File: src/design/itrt_pkg.sv
// ----------------------------------------------------------------------------
// itrt_pkg
// Shared types, constants and the digit-to-ASCII mapping for the radix text
// converter.
// ----------------------------------------------------------------------------
package itrt_pkg;

    localparam int STEP_BITS = 8;

    localparam logic [5:0] RADIX_MIN   = 6'd2;
    localparam logic [5:0] RADIX_MAX   = 6'd36;
    localparam logic [5:0] RADIX_RESET = 6'd16;

    localparam logic [5:0] DIGIT_NINE  = 6'd9;
    localparam logic [5:0] DIGIT_TEN   = 6'd10;

    localparam logic [7:0] CHAR_ZERO   = 8'h30;
    localparam logic [7:0] CHAR_UPPER_A = 8'h41;
    localparam logic [7:0] CHAR_MINUS  = 8'h2D;

    localparam logic REG_SEL_RADIX = 1'b0;

    typedef enum logic [2:0] {
        ST_IDLE,
        ST_DIV,
        ST_SIGN,
        ST_SIGN_OUT,
        ST_FETCH,
        ST_LOAD,
        ST_OUT
    } state_t;

    typedef struct packed {
        logic start;
        logic resume;
    } div_ctrl_t;

    typedef struct packed {
        logic done;
        logic quot_zero;
    } div_stat_t;

    function automatic logic [7:0] digit_glyph(input logic [5:0] d);
        logic [7:0] g;
        if (d <= DIGIT_NINE) begin
            g = CHAR_ZERO + {2'b00, d};
        end else begin
            g = CHAR_UPPER_A + {2'b00, d - DIGIT_TEN};
        end
        return g;
    endfunction

endpackage

File: src/design/itrt_ram.sv
// ----------------------------------------------------------------------------
// itrt_ram
// Generic single-write, single-read RAM with registered read data.
// ----------------------------------------------------------------------------
module itrt_ram #(
    parameter int WIDTH = 6,
    parameter int DEPTH = 32
) (
    input  logic                     aclk,
    input  logic                     we,
    input  logic [$clog2(DEPTH)-1:0] waddr,
    input  logic [WIDTH-1:0]         wdata,
    input  logic [$clog2(DEPTH)-1:0] raddr,
    output logic [WIDTH-1:0]         rdata
);

    logic [WIDTH-1:0] mem_reg [DEPTH];
    logic [WIDTH-1:0] rdata_reg;

    always_ff @(posedge aclk) begin
        if (we) begin
            mem_reg[waddr] <= wdata;
        end
        rdata_reg <= mem_reg[raddr];
    end

    assign rdata = rdata_reg;

endmodule

File: src/design/itrt_cfg.sv
// ----------------------------------------------------------------------------
// itrt_cfg
// APB register port holding the conversion base, saturated to 2..36.
// ----------------------------------------------------------------------------
module itrt_cfg
    import itrt_pkg::*;
(
    input  logic        aclk,
    input  logic        aresetn,
    input  logic        psel,
    input  logic        penable,
    input  logic        pwrite,
    input  logic [2:0]  paddr,
    input  logic [31:0] pwdata,
    output logic [31:0] prdata,
    output logic        pready,
    output logic [5:0]  radix
);

    logic [5:0] radix_reg;
    logic [5:0] radix_next;
    logic [5:0] wr_val;
    logic       wr_hit;

    assign pready = 1'b1;
    assign wr_hit = psel && penable && pwrite && (paddr[2] == REG_SEL_RADIX);
    assign wr_val = pwdata[5:0];

    always_comb begin
        radix_next = radix_reg;
        if (wr_hit) begin
            if (wr_val < RADIX_MIN) begin
                radix_next = RADIX_MIN;
            end else if (wr_val > RADIX_MAX) begin
                radix_next = RADIX_MAX;
            end else begin
                radix_next = wr_val;
            end
        end
    end

    always_ff @(posedge aclk) begin
        if (!aresetn) begin
            radix_reg <= RADIX_RESET;
        end else begin
            radix_reg <= radix_next;
        end
    end

    assign prdata = (paddr[2] == REG_SEL_RADIX) ? {26'd0, radix_reg} : 32'd0;
    assign radix  = radix_reg;

endmodule

File: src/design/itrt_div_unit.sv
// ----------------------------------------------------------------------------
// itrt_div_unit
// Shared long divider by a small base: STEP_BITS quotient bits per cycle,
// leaving the quotient in place and the remainder as the next digit.
// ----------------------------------------------------------------------------
module itrt_div_unit
    import itrt_pkg::*;
#(
    parameter int PAD_BITS = 32
) (
    input  logic                aclk,
    input  logic                aresetn,
    input  div_ctrl_t           ctrl,
    input  logic [PAD_BITS-1:0] load_mag,
    input  logic [5:0]          base,
    output div_stat_t           stat,
    output logic [5:0]          digit
);

    localparam int CHUNKS = PAD_BITS / STEP_BITS;
    localparam int KW     = $clog2(CHUNKS + 1);

    logic [PAD_BITS-1:0]  dvd_reg;
    logic [PAD_BITS-1:0]  dvd_next;
    logic [5:0]           rem_reg;
    logic [5:0]           rem_next;
    logic [KW-1:0]        cnt_reg;
    logic [KW-1:0]        cnt_next;
    logic                 done_reg;
    logic                 done_next;
    logic [6:0]           r;
    logic [STEP_BITS-1:0] q;

    always_comb begin
        r = {1'b0, rem_reg};
        q = '0;
        for (int i = 0; i < STEP_BITS; i++) begin
            r = {r[5:0], dvd_reg[PAD_BITS-1-i]};
            if (r >= {1'b0, base}) begin
                r = r - {1'b0, base};
                q[STEP_BITS-1-i] = 1'b1;
            end
        end
    end

    always_comb begin
        dvd_next  = dvd_reg;
        rem_next  = rem_reg;
        cnt_next  = cnt_reg;
        done_next = 1'b0;
        if (ctrl.start || ctrl.resume) begin
            if (ctrl.start) begin
                dvd_next = load_mag;
            end
            rem_next = '0;
            cnt_next = KW'(CHUNKS);
        end else if (cnt_reg != '0) begin
            dvd_next  = (dvd_reg << STEP_BITS) | PAD_BITS'(q);
            rem_next  = r[5:0];
            cnt_next  = cnt_reg - 1'b1;
            done_next = (cnt_reg == KW'(1));
        end
    end

    always_ff @(posedge aclk) begin
        if (!aresetn) begin
            cnt_reg  <= '0;
            done_reg <= 1'b0;
            dvd_reg  <= '0;
            rem_reg  <= '0;
        end else begin
            cnt_reg  <= cnt_next;
            done_reg <= done_next;
            dvd_reg  <= dvd_next;
            rem_reg  <= rem_next;
        end
    end

    assign stat.done      = done_reg;
    assign stat.quot_zero = (dvd_reg == '0);
    assign digit          = rem_reg;

endmodule

File: src/design/integer_to_radix_text.sv
// ----------------------------------------------------------------------------
// integer_to_radix_text
// Signed integer to ASCII text in a programmable base, one character per
// output transfer, most significant first.
// ----------------------------------------------------------------------------
// Usage:
//   s_axis carries one signed WORD_BITS-bit value per request; s_axis_tready
//   is high only while the block is idle. m_axis returns the text: a '-' for
//   negative values, then the digits '0'-'9', 'A'-'Z'; tlast marks the final
//   character. The APB register at address 0 sets the base (2..36, saturated,
//   reset 16); write it only while idle.
//   Timing: each digit is one pass of the shared divider, which retires
//   8 quotient bits per cycle. Each character then passes through the
//   digit RAM read and the output register and waits while the receiver
//   stalls; a sign goes straight into the output register.
//   A stalled receiver holds the current character; no further work happens
//   until it is taken. Reset empties the output and returns to idle with the
//   base at 16.
// ----------------------------------------------------------------------------
module integer_to_radix_text
    import itrt_pkg::*;
#(
    parameter int WORD_BITS = 32
) (
    input  logic                                aclk,
    input  logic                                aresetn,
    // [WORD_BITS-1:0] value
    input  logic [((WORD_BITS+7)/8)*8-1:0]      s_axis_tdata,
    input  logic                                s_axis_tvalid,
    output logic                                s_axis_tready,
    // [7:0] out_char
    output logic [7:0]                          m_axis_tdata,
    output logic                                m_axis_tlast,
    output logic                                m_axis_tvalid,
    input  logic                                m_axis_tready,
    input  logic                                psel,
    input  logic                                penable,
    input  logic                                pwrite,
    input  logic [2:0]                          paddr,
    input  logic [31:0]                         pwdata,
    output logic [31:0]                         prdata,
    output logic                                pready
);

    localparam int PAD_BITS = ((WORD_BITS + STEP_BITS - 1) / STEP_BITS) * STEP_BITS;
    localparam int AW       = $clog2(WORD_BITS);
    localparam int CW       = $clog2(WORD_BITS + 1);

    state_t         state_reg;
    state_t         state_next;
    logic [CW-1:0]  cnt_reg;
    logic [CW-1:0]  cnt_next;
    logic [AW-1:0]  idx_reg;
    logic [AW-1:0]  idx_next;
    logic           neg_reg;
    logic           neg_next;
    logic           m_valid_reg;
    logic           m_valid_next;
    logic [7:0]     m_data_reg;
    logic [7:0]     m_data_next;
    logic           m_last_reg;
    logic           m_last_next;

    logic [5:0]           radix;
    div_ctrl_t            div_ctrl;
    div_stat_t            div_stat;
    logic [5:0]           digit;
    logic [5:0]           rd_digit;
    logic                 ram_we;
    logic [WORD_BITS-1:0] in_value;
    logic [WORD_BITS-1:0] in_mag;
    logic                 s_req;
    logic                 m_req;

    assign in_value = s_axis_tdata[WORD_BITS-1:0];
    assign in_mag   = in_value[WORD_BITS-1] ? (~in_value + 1'b1) : in_value;
    assign s_req    = s_axis_tvalid && (state_reg == ST_IDLE);
    assign m_req    = m_valid_reg && m_axis_tready;

    itrt_cfg u_cfg (
        .aclk    (aclk),
        .aresetn (aresetn),
        .psel    (psel),
        .penable (penable),
        .pwrite  (pwrite),
        .paddr   (paddr),
        .pwdata  (pwdata),
        .prdata  (prdata),
        .pready  (pready),
        .radix   (radix)
    );

    itrt_div_unit #(
        .PAD_BITS (PAD_BITS)
    ) u_div (
        .aclk     (aclk),
        .aresetn  (aresetn),
        .ctrl     (div_ctrl),
        .load_mag (PAD_BITS'(in_mag)),
        .base     (radix),
        .stat     (div_stat),
        .digit    (digit)
    );

    itrt_ram #(
        .WIDTH (6),
        .DEPTH (WORD_BITS)
    ) u_digits (
        .aclk  (aclk),
        .we    (ram_we),
        .waddr (cnt_reg[AW-1:0]),
        .wdata (digit),
        .raddr (idx_reg),
        .rdata (rd_digit)
    );

    always_comb begin
        state_next = state_reg;
        unique case (state_reg)
            ST_IDLE: begin
                if (s_req) begin
                    state_next = ST_DIV;
                end
            end
            ST_DIV: begin
                if (div_stat.done && div_stat.quot_zero) begin
                    state_next = neg_reg ? ST_SIGN : ST_FETCH;
                end
            end
            ST_SIGN:     state_next = ST_SIGN_OUT;
            ST_SIGN_OUT: begin
                if (m_req) begin
                    state_next = ST_FETCH;
                end
            end
            ST_FETCH:    state_next = ST_LOAD;
            ST_LOAD:     state_next = ST_OUT;
            ST_OUT: begin
                if (m_req) begin
                    state_next = (idx_reg == '0) ? ST_IDLE : ST_FETCH;
                end
            end
            default:     state_next = ST_IDLE;
        endcase
    end

    always_comb begin
        cnt_next        = cnt_reg;
        idx_next        = idx_reg;
        neg_next        = neg_reg;
        m_valid_next    = m_valid_reg;
        m_data_next     = m_data_reg;
        m_last_next     = m_last_reg;
        div_ctrl.start  = 1'b0;
        div_ctrl.resume = 1'b0;
        ram_we          = 1'b0;
        s_axis_tready   = 1'b0;
        unique case (state_reg)
            ST_IDLE: begin
                s_axis_tready = 1'b1;
                if (s_req) begin
                    neg_next       = in_value[WORD_BITS-1];
                    cnt_next       = '0;
                    div_ctrl.start = 1'b1;
                end
            end
            ST_DIV: begin
                if (div_stat.done) begin
                    ram_we   = 1'b1;
                    cnt_next = cnt_reg + 1'b1;
                    if (div_stat.quot_zero) begin
                        idx_next = cnt_reg[AW-1:0];
                    end else begin
                        div_ctrl.resume = 1'b1;
                    end
                end
            end
            ST_SIGN: begin
                m_data_next  = CHAR_MINUS;
                m_last_next  = 1'b0;
                m_valid_next = 1'b1;
            end
            ST_SIGN_OUT: begin
                if (m_req) begin
                    m_valid_next = 1'b0;
                end
            end
            ST_FETCH: begin
            end
            ST_LOAD: begin
                m_data_next  = digit_glyph(rd_digit);
                m_last_next  = (idx_reg == '0);
                m_valid_next = 1'b1;
            end
            ST_OUT: begin
                if (m_req) begin
                    m_valid_next = 1'b0;
                    if (idx_reg != '0) begin
                        idx_next = idx_reg - 1'b1;
                    end
                end
            end
            default: begin
            end
        endcase
    end

    always_ff @(posedge aclk) begin
        if (!aresetn) begin
            state_reg   <= ST_IDLE;
            cnt_reg     <= '0;
            idx_reg     <= '0;
            neg_reg     <= 1'b0;
            m_valid_reg <= 1'b0;
        end else begin
            state_reg   <= state_next;
            cnt_reg     <= cnt_next;
            idx_reg     <= idx_next;
            neg_reg     <= neg_next;
            m_valid_reg <= m_valid_next;
        end
    end

    always_ff @(posedge aclk) begin
        m_data_reg <= m_data_next;
        m_last_reg <= m_last_next;
    end

    assign m_axis_tdata  = m_data_reg;
    assign m_axis_tlast  = m_last_reg;
    assign m_axis_tvalid = m_valid_reg;

endmodule

File: config.mk
export PLATFORM = sky130hd
export DESIGN_NAME = integer_to_radix_text
export DESIGN_NICKNAME = d
export VERILOG_FILES = /design/src/design/itrt_pkg.sv /design/src/design/itrt_ram.sv /design/src/design/itrt_cfg.sv /design/src/design/itrt_div_unit.sv /design/src/design/integer_to_radix_text.sv
export SDC_FILE = /design/constraint.sdc
export NUM_CORES = 1
export LEC_CHECK = 0
export ABC_CLOCK_PERIOD_IN_PS = 23700
export BUFFER_PORTS_ARGS = -buffer_cell sky130_fd_sc_hd__buf_2
export CAP_MARGIN = 25
export CORE_MARGIN = 2
export CORE_UTILIZATION = 66
export DETAILED_ROUTE_END_ITERATION = 8
export MAX_ROUTING_LAYER = met4
export PLACE_DENSITY = 0.89
export SLEW_MARGIN = 10
export SYNTH_ARGS = -nofsm -noshare
export SYNTH_HDL_FRONTEND = slang
export SYNTH_SLANG_ARGS = --single-unit
File: constraint.sdc
create_clock -name aclk -period 23.7 [get_ports aclk]
set_clock_uncertainty 0.15 [all_clocks]
set_input_delay 4.74 -clock aclk [delete_from_list [all_inputs] [get_ports aclk]]
set_output_delay 4.74 -clock aclk [all_outputs]
set_load 0.03 [all_outputs]
* Yosys cells after proc, flatten, opt, wreduce, memory -nomap -nowiden
Memories as Yosys holds them, arrays and structs flattened. A register that Yosys moved wholly into a read port is not among the register bits.
Cells that the tools add are included.
** Storage, ports and cells
- Register bits :: 73
- Memory bits (writable) :: 192
- Bits of input ports :: 74
- Output and inout port bits :: 44
- Logic and storage cells :: 143
- Memories :: 1
** Operators by class
- Add/sub/neg operators :: 15
- Order comparisons :: 11
- Equal/unequal tests :: 16
- Mux-type cells :: 55
- Bitwise logic cells :: 5
- Reductions and logical operators :: 27
** Memory list
- u_digits.mem_reg :: depth 32, width 6, read ports 1, clocked after Yosys merged registers in 1, wr ports 1, RTL line itrt_ram.sv:17 : logic [WIDTH-1:0] mem_reg [DEPTH];
** Operators by type and width (number)
- $mux 32 :: 4
- $mux 6 :: 13
- $ge 7x6->1 :: 8
- $sub 6x6->6 :: 8
- $add 32x1->32 const B :: 1
- $logic_not 32->1 :: 1
- $not 32->32 :: 1
- $or 32x8->32 :: 1
- $mux 3 :: 8
- $pmux 3 s7 :: 1
- $mux 5 :: 4
- $mux 1 :: 19
- $pmux 8 s2 :: 1
- $ne 2x2->1 const B :: 6
- $pmux 6 s2 :: 1
- $pmux 5 s2 :: 1
- $reduce_bool 2->1 :: 5
- $eq 3x3->1 const B :: 3
- $add 7x6->8 const A :: 1
- $mux 8 :: 1
- $add 6x6->7 const A :: 1
- $add 6x1->6 const B :: 1
- $eq 3x1->1 const B :: 2
- $eq 3x2->1 const B :: 2
- 21 further kinds :: 35

* Logic depth before layout (Yosys ltp)
- Depth in word-level cells :: 19
- Mapped depth :: 81
- Gate-level depth less buffers :: 77

* Modules after synthesis
From an unflattened synthesis, not the netlist that was laid out.
** Second synthesis, totals
- Cell total of the unflattened synthesis :: 1246
- Area, all modules :: 14925.6 um^2
** Modules (own cells, without submodules)
- itrt_ram :: instances 1, cells an instance 323, area each 7589.8 um^2, seq. area each 5885.6 um^2
- itrt_div_unit :: instances 1, cells an instance 593, area each 4639.4 um^2, seq. area each 840.8 um^2
- integer_to_radix_text :: instances 1, cells an instance 262, area each 2143.3 um^2, seq. area each 570.5 um^2
- itrt_cfg :: instances 1, cells an instance 68, area each 553.0 um^2, seq. area each 120.1 um^2

* Worst setup path after synthesis
OpenSTA, ideal clock, no wires.
- Path type :: flip-flop to flip-flop
- From :: register u_cfg.radix_reg[1], in the netlist u_cfg.radix[1]
- To :: register u_div.rem_reg[1], in the netlist u_div.digit[1]
- Setup time :: 134 ps
- Arrival :: 15846 ps
- Data required time :: 23416 ps
- Path slack :: 7570 ps
- Stages on the path, launching flop included :: 78
- Buffers on the path :: 5
- Period minus slack after synthesis :: 16130 ps
- Path through :: dfxtp_1 -> inv_1 -> ha_1 -> a21oi_1 -> o211ai_2 -> mux2i_1 -> ha_1 -> nor2b_1 -> o31a_1 -> o311a_1 -> a211o_1 -> clkbuf_1 -> o21ai_0 -> inv_1 -> ha_1 -> nor2b_1 -> o31a_1 -> o21ai_0 -> (+42 left out) -> o21ai_0 -> nand3b_1 -> a21o_1 -> nor2_1 -> inv_1 -> mux2_4 -> mux2i_1 -> ha_1 -> a21oi_1 -> o21ai_0 -> and2_1 -> o21ai_0 -> nand2b_1 -> and2_1 -> a311o_1 -> a221oi_4 -> mux2i_1 -> a211oi_2
** Between the ends
- Longest elaborated chain between the ends :: 16
- Elaborated cells on any way between the ends :: 24
- Those cells by class :: add/sub (8); order compare (8); mux (8)
** Ends and longest elaborated chain
- from (decl) :: RTL line itrt_cfg.sv:20 : logic [5:0] radix_reg;
- from (signal assigned) :: RTL line itrt_cfg.sv:46 : radix_reg <= radix_next;
- $sub 6x6->6 or $ge 7x6->1 (tied branches) :: RTL line itrt_div_unit.sv:40, itrt_div_unit.sv:39
- $mux 6 :: RTL line itrt_div_unit.sv:39 : if (r >= {1'b0, base}) begin
- $sub 6x6->6 or $ge 7x6->1 (tied branches) :: RTL line itrt_div_unit.sv:40, itrt_div_unit.sv:39
- $mux 6 :: RTL line itrt_div_unit.sv:39
- $sub 6x6->6 or $ge 7x6->1 (tied branches) :: RTL line itrt_div_unit.sv:40, itrt_div_unit.sv:39
- $mux 6 :: RTL line itrt_div_unit.sv:39
- $sub 6x6->6 or $ge 7x6->1 (tied branches) :: RTL line itrt_div_unit.sv:40, itrt_div_unit.sv:39
- $mux 6 :: RTL line itrt_div_unit.sv:39
- $sub 6x6->6 or $ge 7x6->1 (tied branches) :: RTL line itrt_div_unit.sv:40, itrt_div_unit.sv:39
- $mux 6 :: RTL line itrt_div_unit.sv:39
- $ge 7x6->1 or $sub 6x6->6 (tied branches) :: RTL line itrt_div_unit.sv:39, itrt_div_unit.sv:40
- $mux 6 :: RTL line itrt_div_unit.sv:39
- $ge 7x6->1 or $sub 6x6->6 (tied branches) :: RTL line itrt_div_unit.sv:39, itrt_div_unit.sv:40
- $mux 6 :: RTL line itrt_div_unit.sv:39
- $sub 6x6->6 or $ge 7x6->1 (tied branches) :: RTL line itrt_div_unit.sv:40, itrt_div_unit.sv:39
- $mux 6 (*) :: RTL line itrt_div_unit.sv:39
- to (signal assigned) :: RTL line itrt_div_unit.sv:75 : rem_reg <= rem_next;
- to (decl) :: RTL line itrt_div_unit.sv:25 : logic [5:0] rem_reg;
Mark *: on every way between the ends. The rest lies on a longest branch, timed or not.
A chain may end at the register's enable or synchronous reset.

* Worst setup path in the final report
Ends and elaborated chain as after synthesis.

==> impl_metrics.json <==
{
  "topRoutingLayerUsed": "met4",
  "grt_pass1_wl_um": 55800,
  "cts-hold-fix-buffers": 0,
  "fin_nets": 1560,
  "crit_top_cell": "o21ai_0",
  "synth_ff_type": "edfxtp_1",
  "worst_slew_pin_slew_ns": 1.02,
  "drtIter0Drc": 1083,
  "required_ns": 23.95,
  "grt_use_total": 0.299,
  "start_util": 0.669,
  "die-width_um": 155,
  "antenna_found_initial": 0,
  "fmax_mhz": 52.5,
  "postCtsSetupRepairBufs": 0,
  "whs_ns": 0.344,
  "slew_headroom": 0.322,
  "dr.pass1.iters": 6,
  "netlist_instances": 1383,
  "routabilityCongestion": 0.924,
  "startpoint_type": "flip-flop",
  "maxCapViolCount": 0,
  "die_h_um": 155,
  "wl_met2_um": 17600,
  "cts.sinks": 270,
  "drv_slew": 0,
  "hold_class": "reg2reg",
  "wl_per_cell_um": 20.6,
  "grt_pass1_vias": 10844,
  "wirelength_um": 35300,
  "setup_viol": 0,
  "synth_edf_count": 201,
  "fin_crit_ns": 19.05,
  "syn_avg_cell_area_um2": 10.9,
  "max-clock-path-buffers": 3,
  "drc": 0,
  "tns_ns": 0,
  "ys_types": 78,
  "dr_wl_met3_um": 2570,
  "vias": 11243,
  "drt-vias-per-instance": 6.54,
  "arrival_ns": 19.30,
  "ctsResizeCount": 0,
  "synthToLayoutAreaGrowth_pct": 8.46,
  "insertion_delay_ns": 0.54,
  "antenna_cells": 0,
  "cts_root_buf": "clkbuf_16",
  "rsz0062_at_grt": "false",
  "crit_path_end_kind": "flip-flop",
  "crit_fanout": 15,
  "wl_met1_um": 13800,
  "finalCritPeriodShare": 0.804,
  "synth_area_um2": 15100,
  "synthArstFlopShare": 0,
  "rr_startpoint": "u_cfg.radix[1]$_SDFFE_PN0P_",
  "yosysWarnings": 0,
  "finalHoldViolCount": 0,
  "cts_tree": "done",
  "critPathSlowestCell": "dfxtp_1",
  "path_class": "reg2reg",
  "critPathLaunch": "u_cfg.radix[1]$_SDFFE_PN0P_",
  "ys_ff_latch": 270,
  "ctsHtreeMaxLevel": 1,
  "core_area_um2": 22600,
  "grt_max_degree": 60,
  "io_buffers": 62,
  "pin_count": 118,
  "hold_path_startpoint": "u_cfg.radix[5]$_SDFFE_PN0P_",
  "status": "finished clean",
  "fin_area_um2": 16400,
  "yosysSeqAreaShare": 0.491,
  "largest_register_ffs": 192,
  "rows": 55,
  "drive_gt1_frac": 0.119,
  "dp_hpwl_um": 23100,
  "cts_buffers": 26,
  "ant_nets": 0,
  "fill_cells": 1469,
  "gr-total-overflow": 0,
  "placed_area_um2": 15500,
  "path_clk_slew_ns": 0.07,
  "cpPeakStageDelay_ns": 0.69,
  "die_area_um2": 24100
}
-- layer usage --
metal | vias up | track usage
li1 | 5169 | -
met1 | 5350 | 0.372
met2 | 608 | 0.514
met3 | 116 | 0.0304
met4 | 0 | 0.107
met5 | - | -
-- per-stage QoR --
| step | setup slack, ns | utilization | instances |
|---|---|---|---|
| after CTS | 4.59 | 0.725 | 1718 |
| after detailed placement | 4.66 | 0.686 | 1670 |
| after global routing | 3.25 | 0.726 | 1720 |
| after floorplan | 7.57 | - | 1408 |
| after global placement | 5.13 | 0.686 | 1670 |
| final | 4.65 | 0.726 | 1720 |
-- area by class of cell --
type	instances	area, um^2	share of cell area
Timing Repair Buffer	73	400	0.0244
Clock buffer	30	687	0.0419
Multi-Input combinational cell	993	7140	0.436
Clock inverter	18	191	0.0117
Inverter	51	191	0.0117
Tap cell	285	357	0.0218
Sequential cell	270	7420	0.453
-- final timing paths --
path | cells past startpoint | to | slack [ns]
hold / removal | 2 | u_cfg.radix[5]$_SDFFE_PN0P_ | 0.34
setup / recovery | 74 | u_div.digit[1]$_SDFFE_PP0P_ | 4.65
hold reg to reg | 2 | u_cfg.radix[5]$_SDFFE_PN0P_ | 0.34
setup reg to reg | 74 | u_div.digit[1]$_SDFFE_PP0P_ | 4.65
-- Yosys cell counts, types with 28 or more instances --
master      n  area (um^2)
nand2_1    92          345
nor2_1    136          510
buf_4      28          210
ha_1       63          788
dfxtp_1    69         1380
a21oi_1    90          450
edfxtp_1  201         6040
nor2b_1    35          219
mux2i_1    65          651
inv_1      51          191
a21boi_0   28          210
o21ai_0    62          310
xnor2_1    33          289
clkbuf_1   54          203
-- cell families after synthesis --
family / after synthesis / synth area share
xor gates and xnor gates: 58 / 0.0336
DFF: 270 / 0.491
adders and majority gates: 71 / 0.0628
and+or+nand+nor: 392 / 0.125
buffers and inverters: 145 / 0.0430
AOI/OAI and AO/OA: 338 / 0.151
muxes: 107 / 0.0929
other: 2 / 0.000497
-- cell usage in the layout (no fill, tap or decap), drive strengths merged, types with 52 or more instances in the layout --
master	n
dfxtp	69
nor2	136
nand2	92
inv	52
o21ai	64
mux2i	66
a21oi	90
edfxtp	201
ha	63
buf	73
-- critical path: cells and delay by family (launching register included) --
family | cells | cell delay (ns)
AOI/OAI and AO/OA | 34 | 8.48
adders and majority gates | 8 | 2.44
buffers and inverters | 7 | 1.02
DFF | 1 | 0.69
muxes | 7 | 2.90
and+or+nand+nor | 18 | 3.20
Power is left out: the tool's default activity adds up to more than one toggle a clock period on the data nets, which glitch-free logic cannot reach.
